File: src/design/dual_wheel_incremental_pid_assert.svh
// Assertion macros for the dual-wheel incremental PID controller.
// Expects clk and rst_n in the scope of every use.
`ifndef DUAL_WHEEL_INCREMENTAL_PID_ASSERT_SVH
`define DUAL_WHEEL_INCREMENTAL_PID_ASSERT_SVH

// Same-cycle implication, checked out of reset only.
`define DWIP_CHECK_IMPL(label, ante, cons, msg) \
  label: assert property (@(posedge clk) disable iff (!rst_n) (ante) |-> (cons)) \
    else $error(msg);

// Next-cycle implication, checked out of reset only.
`define DWIP_CHECK_NEXT(label, ante, cons, msg) \
  label: assert property (@(posedge clk) disable iff (!rst_n) (ante) |=> (cons)) \
    else $error(msg);

`endif

File: src/design/dwip_pkg.sv
// Shared types and constants of the dual-wheel incremental PID controller.
// No dependencies.
`default_nettype none

package dwip_pkg;

  localparam int DRIVE_LIMIT = 512;
  localparam int SPEED_W     = 16;   // measured speed per wheel
  localparam int CFG_SPEED_W = 15;   // forward_speed / turn_rate registers
  localparam int GAIN_W      = 8;
  localparam int CFG_DATA_W  = 15;   // widest register
  localparam int CFG_IDX_W   = 3;
  localparam int TGT_W       = 16;   // forward +/- turn
  localparam int ERR_W       = 18;
  localparam int DIFF_W      = 20;   // e - 2*e1 + e2
  localparam int PROD_W      = 28;
  localparam int SUM_W       = 30;
  localparam int LEVEL_W     = 10;
  localparam int DUTY_W      = 10;

  localparam int IN_W          = 2 * SPEED_W;
  localparam int OUT_FIELDS_W  = 2 * (1 + DUTY_W) + 2 * LEVEL_W + 1;
  localparam int OUT_W         = ((OUT_FIELDS_W + 7) / 8) * 8;
  localparam int OUT_PAD_W     = OUT_W - OUT_FIELDS_W;

  localparam logic signed [SUM_W-1:0]   SUM_HI   = SUM_W'(DRIVE_LIMIT - 1);
  localparam logic signed [SUM_W-1:0]   SUM_LO   = SUM_W'(-DRIVE_LIMIT);
  localparam logic signed [LEVEL_W-1:0] LEVEL_HI = LEVEL_W'(DRIVE_LIMIT - 1);
  localparam logic signed [LEVEL_W-1:0] LEVEL_LO = LEVEL_W'(-DRIVE_LIMIT);
  localparam logic [DUTY_W-1:0]         DUTY_FULL = DUTY_W'(DRIVE_LIMIT);

  localparam logic [GAIN_W-1:0] GAIN_P_RST = GAIN_W'(8);
  localparam logic [GAIN_W-1:0] GAIN_I_RST = GAIN_W'(4);
  localparam logic [GAIN_W-1:0] GAIN_D_RST = GAIN_W'(0);

  typedef enum logic [CFG_IDX_W-1:0] {
    REG_FORWARD_SPEED = 3'd0,
    REG_TURN_RATE     = 3'd1,
    REG_DRIVER_AWAKE  = 3'd2,
    REG_GAIN_P        = 3'd3,
    REG_GAIN_I        = 3'd4,
    REG_GAIN_D        = 3'd5
  } cfg_reg_t;

  typedef struct packed {
    logic [GAIN_W-1:0] p;
    logic [GAIN_W-1:0] i;
    logic [GAIN_W-1:0] d;
  } gains_t;

  typedef struct packed {
    logic signed [PROD_W-1:0] p_term;
    logic signed [PROD_W-1:0] i_term;
    logic signed [PROD_W-1:0] d_term;
  } prod_t;

  typedef struct packed {
    logic                      forward;
    logic [DUTY_W-1:0]         duty;
    logic signed [LEVEL_W-1:0] level;
  } wheel_out_t;

endpackage

`default_nettype wire

File: src/design/dwip_err_stage.sv
// Error stage of one wheel: error, its differences and the three gain products.
// Holds the last two errors of the wheel. Depends on dwip_pkg.
`default_nettype none

module dwip_err_stage
  import dwip_pkg::*;
(
  input  wire logic                     clk,
  input  wire logic                     rst_n,
  input  wire logic                     adv,
  input  wire logic signed [TGT_W-1:0]  target,
  input  wire logic signed [SPEED_W-1:0] measured,
  input  wire gains_t                   gains,
  output prod_t                         prod
);

  logic signed [ERR_W-1:0]  e1_r, e2_r, err;
  logic signed [DIFF_W-1:0] diff1, diff2;
  logic signed [PROD_W-1:0] d1_x, e_x, d2_x, gp_x, gi_x, gd_x;
  prod_t prod_r, prod_nxt;

  assign err   = ERR_W'(target) - ERR_W'(measured);
  assign diff1 = DIFF_W'(err) - DIFF_W'(e1_r);
  assign diff2 = DIFF_W'(err) - (DIFF_W'(e1_r) <<< 1) + DIFF_W'(e2_r);

  assign d1_x = PROD_W'(diff1);
  assign e_x  = PROD_W'(err);
  assign d2_x = PROD_W'(diff2);
  assign gp_x = PROD_W'($signed({1'b0, gains.p}));
  assign gi_x = PROD_W'($signed({1'b0, gains.i}));
  assign gd_x = PROD_W'($signed({1'b0, gains.d}));

  always_comb begin
    prod_nxt.p_term = d1_x * gp_x;
    prod_nxt.i_term = e_x * gi_x;
    prod_nxt.d_term = d2_x * gd_x;
  end

  always_ff @(posedge clk) begin
    if (!rst_n) begin
      e1_r <= '0;
      e2_r <= '0;
    end else if (adv) begin
      e1_r <= err;
      e2_r <= e1_r;
    end
  end

  always_ff @(posedge clk) begin
    if (adv) begin
      prod_r <= prod_nxt;
    end
  end

  assign prod = prod_r;

endmodule

`default_nettype wire

File: src/design/dwip_lvl_stage.sv
// Level stage of one wheel: accumulate, clamp, direction and duty.
// Holds the drive level, which is also the registered result. Depends on dwip_pkg.
`default_nettype none

module dwip_lvl_stage
  import dwip_pkg::*;
(
  input  wire logic  clk,
  input  wire logic  rst_n,
  input  wire logic  adv,
  input  wire prod_t prod,
  output wheel_out_t wheel
);

  wheel_out_t wheel_r, wheel_nxt;
  logic signed [SUM_W-1:0]   sum;
  logic signed [LEVEL_W-1:0] lvl;

  assign sum = SUM_W'(wheel_r.level) + SUM_W'(prod.p_term)
             + SUM_W'(prod.i_term) + SUM_W'(prod.d_term);

  always_comb begin
    priority if (sum > SUM_HI) begin
      lvl = LEVEL_HI;
    end else if (sum < SUM_LO) begin
      lvl = LEVEL_LO;
    end else begin
      lvl = sum[LEVEL_W-1:0];
    end
  end

  // duty: limit minus level going forward, magnitude of level in reverse
  always_comb begin
    wheel_nxt.level   = lvl;
    wheel_nxt.forward = ~lvl[LEVEL_W-1];
    if (wheel_nxt.forward) begin
      wheel_nxt.duty = DUTY_FULL - DUTY_W'(lvl);
    end else begin
      wheel_nxt.duty = DUTY_W'(-lvl);
    end
  end

  always_ff @(posedge clk) begin
    if (!rst_n) begin
      wheel_r.level   <= '0;
      wheel_r.forward <= 1'b1;
      wheel_r.duty    <= DUTY_FULL;
    end else if (adv) begin
      wheel_r <= wheel_nxt;
    end
  end

  assign wheel = wheel_r;

endmodule

`default_nettype wire

File: src/design/dual_wheel_incremental_pid.sv
// Throughput: one transaction per cycle while out_tready does not stall; input register, error/product
// register and result register form a three-deep pipeline, so up to three
// transactions are in flight and in_tready falls only when all three are held.
// Reset (rst_n low, synchronous): registers to defaults, errors and levels to 0, pipeline empty.
`default_nettype none
`include "dual_wheel_incremental_pid_assert.svh"

module dual_wheel_incremental_pid
  import dwip_pkg::*;
(
  input  wire logic                  clk,
  input  wire logic                  rst_n,
  // input channel
  input  wire logic                  in_tvalid,
  output logic                       in_tready,
  input  wire logic [IN_W-1:0]       in_tdata,   // left_speed, right_speed
  // result channel
  output logic                       out_tvalid,
  input  wire logic                  out_tready,
  // left_forward, left_duty, right_forward, right_duty, left_level,
  // right_level, driver_enable, zero pad
  output logic [OUT_W-1:0]           out_tdata,
  // configuration write port
  input  wire logic                  cfg_wr_en,
  input  wire logic [CFG_IDX_W-1:0]  cfg_index,
  input  wire logic [CFG_DATA_W-1:0] cfg_wdata
);

  // ---------------------------------------------------------------------
  // Configuration registers
  // ---------------------------------------------------------------------
  logic signed [CFG_SPEED_W-1:0] forward_speed_r, turn_rate_r;
  logic                          driver_awake_r;
  gains_t                        gains_r;

  always_ff @(posedge clk) begin
    if (!rst_n) begin
      forward_speed_r <= '0;
      turn_rate_r     <= '0;
      driver_awake_r  <= 1'b0;
      gains_r.p       <= GAIN_P_RST;
      gains_r.i       <= GAIN_I_RST;
      gains_r.d       <= GAIN_D_RST;
    end else if (cfg_wr_en) begin
      unique case (cfg_index)
        REG_FORWARD_SPEED: forward_speed_r <= cfg_wdata[CFG_SPEED_W-1:0];
        REG_TURN_RATE:     turn_rate_r     <= cfg_wdata[CFG_SPEED_W-1:0];
        REG_DRIVER_AWAKE:  driver_awake_r  <= cfg_wdata[0];
        REG_GAIN_P:        gains_r.p       <= cfg_wdata[GAIN_W-1:0];
        REG_GAIN_I:        gains_r.i       <= cfg_wdata[GAIN_W-1:0];
        REG_GAIN_D:        gains_r.d       <= cfg_wdata[GAIN_W-1:0];
        default: ;  // unused indexes ignored
      endcase
    end
  end

  // Wheel targets; left gets +turn, right gets -turn
  logic signed [TGT_W-1:0] tgt_left, tgt_right;
  assign tgt_left  = TGT_W'(forward_speed_r) + TGT_W'(turn_rate_r);
  assign tgt_right = TGT_W'(forward_speed_r) - TGT_W'(turn_rate_r);

  // ---------------------------------------------------------------------
  // Pipeline control: each stage moves when the one after it has room
  // ---------------------------------------------------------------------
  logic s0_v_r, s0_v_nxt;
  logic s1_v_r, s1_v_nxt;
  logic out_v_r, out_v_nxt;
  logic out_ready, s1_ready;
  logic adv0, adv1, adv2;

  assign out_ready = !out_v_r || out_tready;
  assign s1_ready  = !s1_v_r || out_ready;
  assign in_tready = !s0_v_r || s1_ready;

  assign adv0 = in_tvalid && in_tready;
  assign adv1 = s0_v_r && s1_ready;
  assign adv2 = s1_v_r && out_ready;

  assign s0_v_nxt  = adv0 || (s0_v_r && !adv1);
  assign s1_v_nxt  = adv1 || (s1_v_r && !adv2);
  assign out_v_nxt = adv2 || (out_v_r && !out_tready);

  always_ff @(posedge clk) begin
    if (!rst_n) begin
      s0_v_r  <= 1'b0;
      s1_v_r  <= 1'b0;
      out_v_r <= 1'b0;
    end else begin
      s0_v_r  <= s0_v_nxt;
      s1_v_r  <= s1_v_nxt;
      out_v_r <= out_v_nxt;
    end
  end

  // Input register
  logic signed [SPEED_W-1:0] left_speed_r, right_speed_r;

  always_ff @(posedge clk) begin
    if (adv0) begin
      left_speed_r  <= in_tdata[SPEED_W-1:0];
      right_speed_r <= in_tdata[IN_W-1:SPEED_W];
    end
  end

  // ---------------------------------------------------------------------
  // Per-wheel datapath: error stage, then level stage
  // ---------------------------------------------------------------------
  prod_t      prod_left, prod_right;
  wheel_out_t wheel_left, wheel_right;

  dwip_err_stage u_err_left (
    .clk      (clk),
    .rst_n    (rst_n),
    .adv      (adv1),
    .target   (tgt_left),
    .measured (left_speed_r),
    .gains    (gains_r),
    .prod     (prod_left)
  );

  dwip_err_stage u_err_right (
    .clk      (clk),
    .rst_n    (rst_n),
    .adv      (adv1),
    .target   (tgt_right),
    .measured (right_speed_r),
    .gains    (gains_r),
    .prod     (prod_right)
  );

  dwip_lvl_stage u_lvl_left (
    .clk   (clk),
    .rst_n (rst_n),
    .adv   (adv2),
    .prod  (prod_left),
    .wheel (wheel_left)
  );

  dwip_lvl_stage u_lvl_right (
    .clk   (clk),
    .rst_n (rst_n),
    .adv   (adv2),
    .prod  (prod_right),
    .wheel (wheel_right)
  );

  // driver enable travels with the result transaction
  logic driver_en_r;

  always_ff @(posedge clk) begin
    if (adv2) begin
      driver_en_r <= driver_awake_r;
    end
  end

  assign out_tvalid = out_v_r;
  assign out_tdata  = {{OUT_PAD_W{1'b0}}, driver_en_r,
                       wheel_right.level, wheel_left.level,
                       wheel_right.duty, wheel_right.forward,
                       wheel_left.duty, wheel_left.forward};

  // ---------------------------------------------------------------------
  // Checks
  // ---------------------------------------------------------------------
  `DWIP_CHECK_IMPL(a_ready_only_when_full, !in_tready, s0_v_r && s1_v_r && out_v_r,
                   "in_tready low with a free pipeline stage")

  `DWIP_CHECK_NEXT(a_stall_keeps_item, s0_v_r && !s1_ready, s0_v_r && s1_v_r,
                   "stalled transaction lost from the pipeline")

  `DWIP_CHECK_IMPL(a_dir_follows_sign, out_tvalid,
                   (wheel_left.forward != wheel_left.level[LEVEL_W-1]) &&
                   (wheel_right.forward != wheel_right.level[LEVEL_W-1]),
                   "direction bit disagrees with level sign")

  `DWIP_CHECK_IMPL(a_duty_in_range, out_tvalid,
                   (wheel_left.duty != '0) && (wheel_left.duty <= DUTY_FULL) &&
                   (wheel_right.duty != '0) && (wheel_right.duty <= DUTY_FULL),
                   "duty outside 1 to drive limit")

endmodule

`default_nettype wire
File: config.mk
export PLATFORM = sky130hd
export DESIGN_NAME = dual_wheel_incremental_pid
export DESIGN_NICKNAME = d
export VERILOG_FILES = /design/src/design/dwip_pkg.sv /design/src/design/dwip_err_stage.sv /design/src/design/dwip_lvl_stage.sv /design/src/design/dual_wheel_incremental_pid.sv
export VERILOG_INCLUDE_DIRS = /design/src /design/src/design
export SDC_FILE = /design/constraint.sdc
export NUM_CORES = 2
export LEC_CHECK = 0
export BUFFER_PORTS_ARGS = -buffer_cell sky130_fd_sc_hd__buf_4
export CAP_MARGIN = 25
export CORE_MARGIN = 1.5
export CORE_UTILIZATION = 45
export DETAILED_ROUTE_END_ITERATION = 12
export PLACE_DENSITY = 0.68
export SETUP_SLACK_MARGIN = 0.15
export SYNTH_ARGS = -nofsm -noshare
export SYNTH_HDL_FRONTEND = slang
export SYNTH_HIERARCHICAL = 1
export SYNTH_SLANG_ARGS = --single-unit
File: constraint.sdc
create_clock -name clk -period 14.5 [get_ports clk]
set_input_delay 0.725 -clock clk [delete_from_list [all_inputs] [get_ports clk]]
set_output_delay 0.725 -clock clk [all_outputs]
set_load 0.005 [all_outputs]
==> flow_summary.yaml <==
run_status:
  run_status: "finished clean"
flow_run:
  drv_cap: 0
clocking:
  numCtsBuffers: 46
  cts_setup_buffers: 0
  post_cts_resized: 0
  cts_sinks: 361
  postCtsHoldBufs: 0
  clock_latency_ns: 0.66
  cts.path.max_buffers: 3
  clockRootBuffer: "clkbuf_16"
  clkTransAtPathRegs_ns: 0.06
  cts_tree: "done"
  cts_max_level: 2
cells_and_area:
  fillers: 12400
  multiInputGateArea_sq_um: 44500
  layout-drive-gt1-share: 0.0595
  area_growth_pct: 6.92
  layout.nets: 8067
  final_area_sq_um: 63600
  mostFrequentLayoutCells: "inv_1 (1307), fa_1 (846), nand2_1 (668)"
  final_cells: 8443
  final_common_cell: "inv_1"
  num_antenna_cells: 0
  ff_latch_area_sq_um: 9180
setup_path:
  critPathKind: "reg2reg"
  crit_start: "forward_speed_r[0]"
  cp.required_ns: 14.87
  r2r-start: "forward_speed_r[0]"
  cp_slowest_stage_delay_ns: 0.93
  startpoint_type: "register"
  cpMaxStageDelayCell: "ha_1"
  endpoint_kind: "register"
  path_max_fanout: 36
  cp_data_arrival_time_ns: 11.28
drt:
  wl_per_cell_um: 17.7
  dr_total_vias: 45000
  drt.antenna.violating_nets: 0
  drc: 0
  wirelength_um: 149000
  viasPerCell: 5.33
  first_pass_iters: 6
  drt_iter0_drc: 3461
floorplanning:
  io_pins: 105
  start_util: 0.453
  die_h_um: 367
  die-area_sq_um: 134000
  coreArea_sq_um: 131000
  die_x_um: 367
  rows: 133
global_routing:
  grt_max_degree: 95
  grt.total_usage: 0.223
  grt_overflow: 0
  busiest_layer: "met2"
  use_met1: 0.322
  use_met2: 0.352
  antenna_found_initial: 3
  grt_pass1_vias: 45400
  grt_first_pass_wirelength_um: 243000
  grtUsageMet3: 0.0289
logic_synthesis:
  synth_seq_area_share: 0.154
  syn_area_per_cell_sq_um: 8.95
  synthDistinctLibCells: 121
  yosys_warnings: 6
  synthCells: 6653
  syn_area_sq_um: 59500
  ys_async_sr_fraction: 0
  ys_ff_latch: 361
  synth_edf_count: 195
  synth_ff_type: "edfxtp_1"
place:
  dpl.cell_count: 8355
  io_buffers: 99
  dp.final_hpwl_um: 120000
  placed_area_sq_um: 62000
  gp_congestion: 0.924
timing:
  max-slew-margin-rel: 0.297
  hold_viol: 0
  fin_crit_sh: 0.752
  timing.fmax_mhz: 91.7
  drv_slew: 0
  min_period_ns: 10.91
  tightest_slew_ns: 1.05
  setup_viol: 0
  tns_ns: 0
  hold_slack_ns: 0.268
  fin_skew_ns: 0.0433
  rsz0062_at_grt: "no"
pwr:
  leakage_uw: 0.0302
  vdd_drop_max_mv: 0.179
  power_density_nw_per_um2: 187
  finalPower_uw: 11900
worst_hold_path:
  holdCritStartpoint: "in_tdata[21]"
  hold_class: "in2reg"
final timing paths:
check / endpoint / slack, ns / depth (start not counted)
worst max-delay path: u_err_right/prod[27] / 3.59 / 39
worst min-delay path: right_speed_r[5] / 0.27 / 1
worst max register to register: u_err_right/prod[27] / 3.59 / 39
worst min register to register: driver_en_r / 0.43 / 0
synthesized netlist by cell type, drive strengths merged, types with 12 or more instances:
| cell type | count | area, sq um |
|---|---|---|
| inv | 1310 | 4920 |
| fa | 846 | 16900 |
| nand2 | 672 | 2530 |
| ha | 516 | 6460 |
| and2 | 433 | 2720 |
| a21oi | 263 | 1360 |
| xnor2 | 208 | 1840 |
| nor2 | 205 | 772 |
| edfxtp | 195 | 5860 |
| nor2b | 189 | 1180 |
| o21ai | 184 | 981 |
| dfxtp | 166 | 3320 |
| clkbuf | 155 | 582 |
| a21o | 117 | 886 |
| nand3 | 97 | 523 |
| nand2b | 95 | 602 |
| a21boi | 78 | 589 |
| o21a | 73 | 548 |
| buf | 70 | 430 |
| mux2i | 70 | 701 |
| nor3 | 64 | 347 |
| xor2 | 63 | 552 |
| o211ai | 49 | 373 |
| nand4 | 48 | 300 |
| a211oi | 38 | 353 |
| a31oi | 34 | 225 |
| and3 | 31 | 204 |
| nor4 | 29 | 188 |
| nor3b | 28 | 215 |
| o21bai | 28 | 214 |
| o31ai | 25 | 234 |
| mux2 | 20 | 225 |
| or3 | 18 | 114 |
| a221oi | 17 | 203 |
| a2111oi | 16 | 203 |
| a211o | 13 | 114 |
| o2111ai | 12 | 105 |
| o31a | 12 | 106 |
registers in the layout, indices dropped and copies added, names as in the netlist, 16 cells and up:
register and count:
gains_r 24, left_speed_r 16, u_lvl_left/wheel 20, u_err_left/e2_r 17, u_lvl_right/wheel 20, u_err_right/e2_r 17, u_err_left/e1_r 17, right_speed_r 16
u_err_right/e1_r 17, u_err_left/prod 81, u_err_right/prod 81
per-stage QoR:
| step | util | worst slack [ns] |
|---|---|---|
| finish | 0.485 | 3.59 |
| global route | 0.485 | 2.79 |
| CTS | 0.484 | 3.64 |
| detailed placement | 0.472 | 3.65 |
| global placement | 0.472 | 3.88 |
| floorplan | - | 0.335 |
critical path, delay by kind of cell (launching register included):
family / cells / cell delay (ns)
XOR/XNOR: 2 / 0.19
flip-flops: 1 / 0.37
AO/OA/AOI/OAI: 17 / 3.55
adder cells (fa/ha/maj): 10 / 4.93
AND/OR/NAND/NOR: 6 / 1.38
buffers and inverters: 4 / 0.20
layout make-up:
type / instances / area share
multi-input cells: 4760 / 0.699
flip-flops and latches: 361 / 0.144
inverters: 1311 / 0.0773
well taps: 1755 / 0.0345
repair buffers: 170 / 0.0208
clock buffers: 59 / 0.0193
clock inverters: 27 / 0.00515
logic make-up after synthesis:
logic type,Yosys count,share of synthesized area
AOI/OAI and AO/OA,1058,0.125
xor gates and xnor gates,271,0.0401
adders and majority gates,1362,0.393
buffers and inverters,1536,0.0997
DFF,361,0.154
muxes,90,0.0156
other,1,0.0000630
and+or+nand+nor,1974,0.172
power breakdown:
| group | total (uW) | internal, uW | switching, uW |
|---|---|---|---|
| combinational | 9310 | 3360 | 5950 |
| clock | 1200 | 684 | 517 |
| sequential | 1410 | 1330 | 80.6 |
routing by layer:
| layer | up-vias | share of wire |
|---|---|---|
| met1 | 22300 | 0.47 |
| met2 | 1203 | 0.44 |
| met4 | 0 | 0.025 |
| li1 | 21300 | - |
| met3 | 167 | 0.057 |
| met5 | - | 0 |
(Power assumes the default switching activity.)
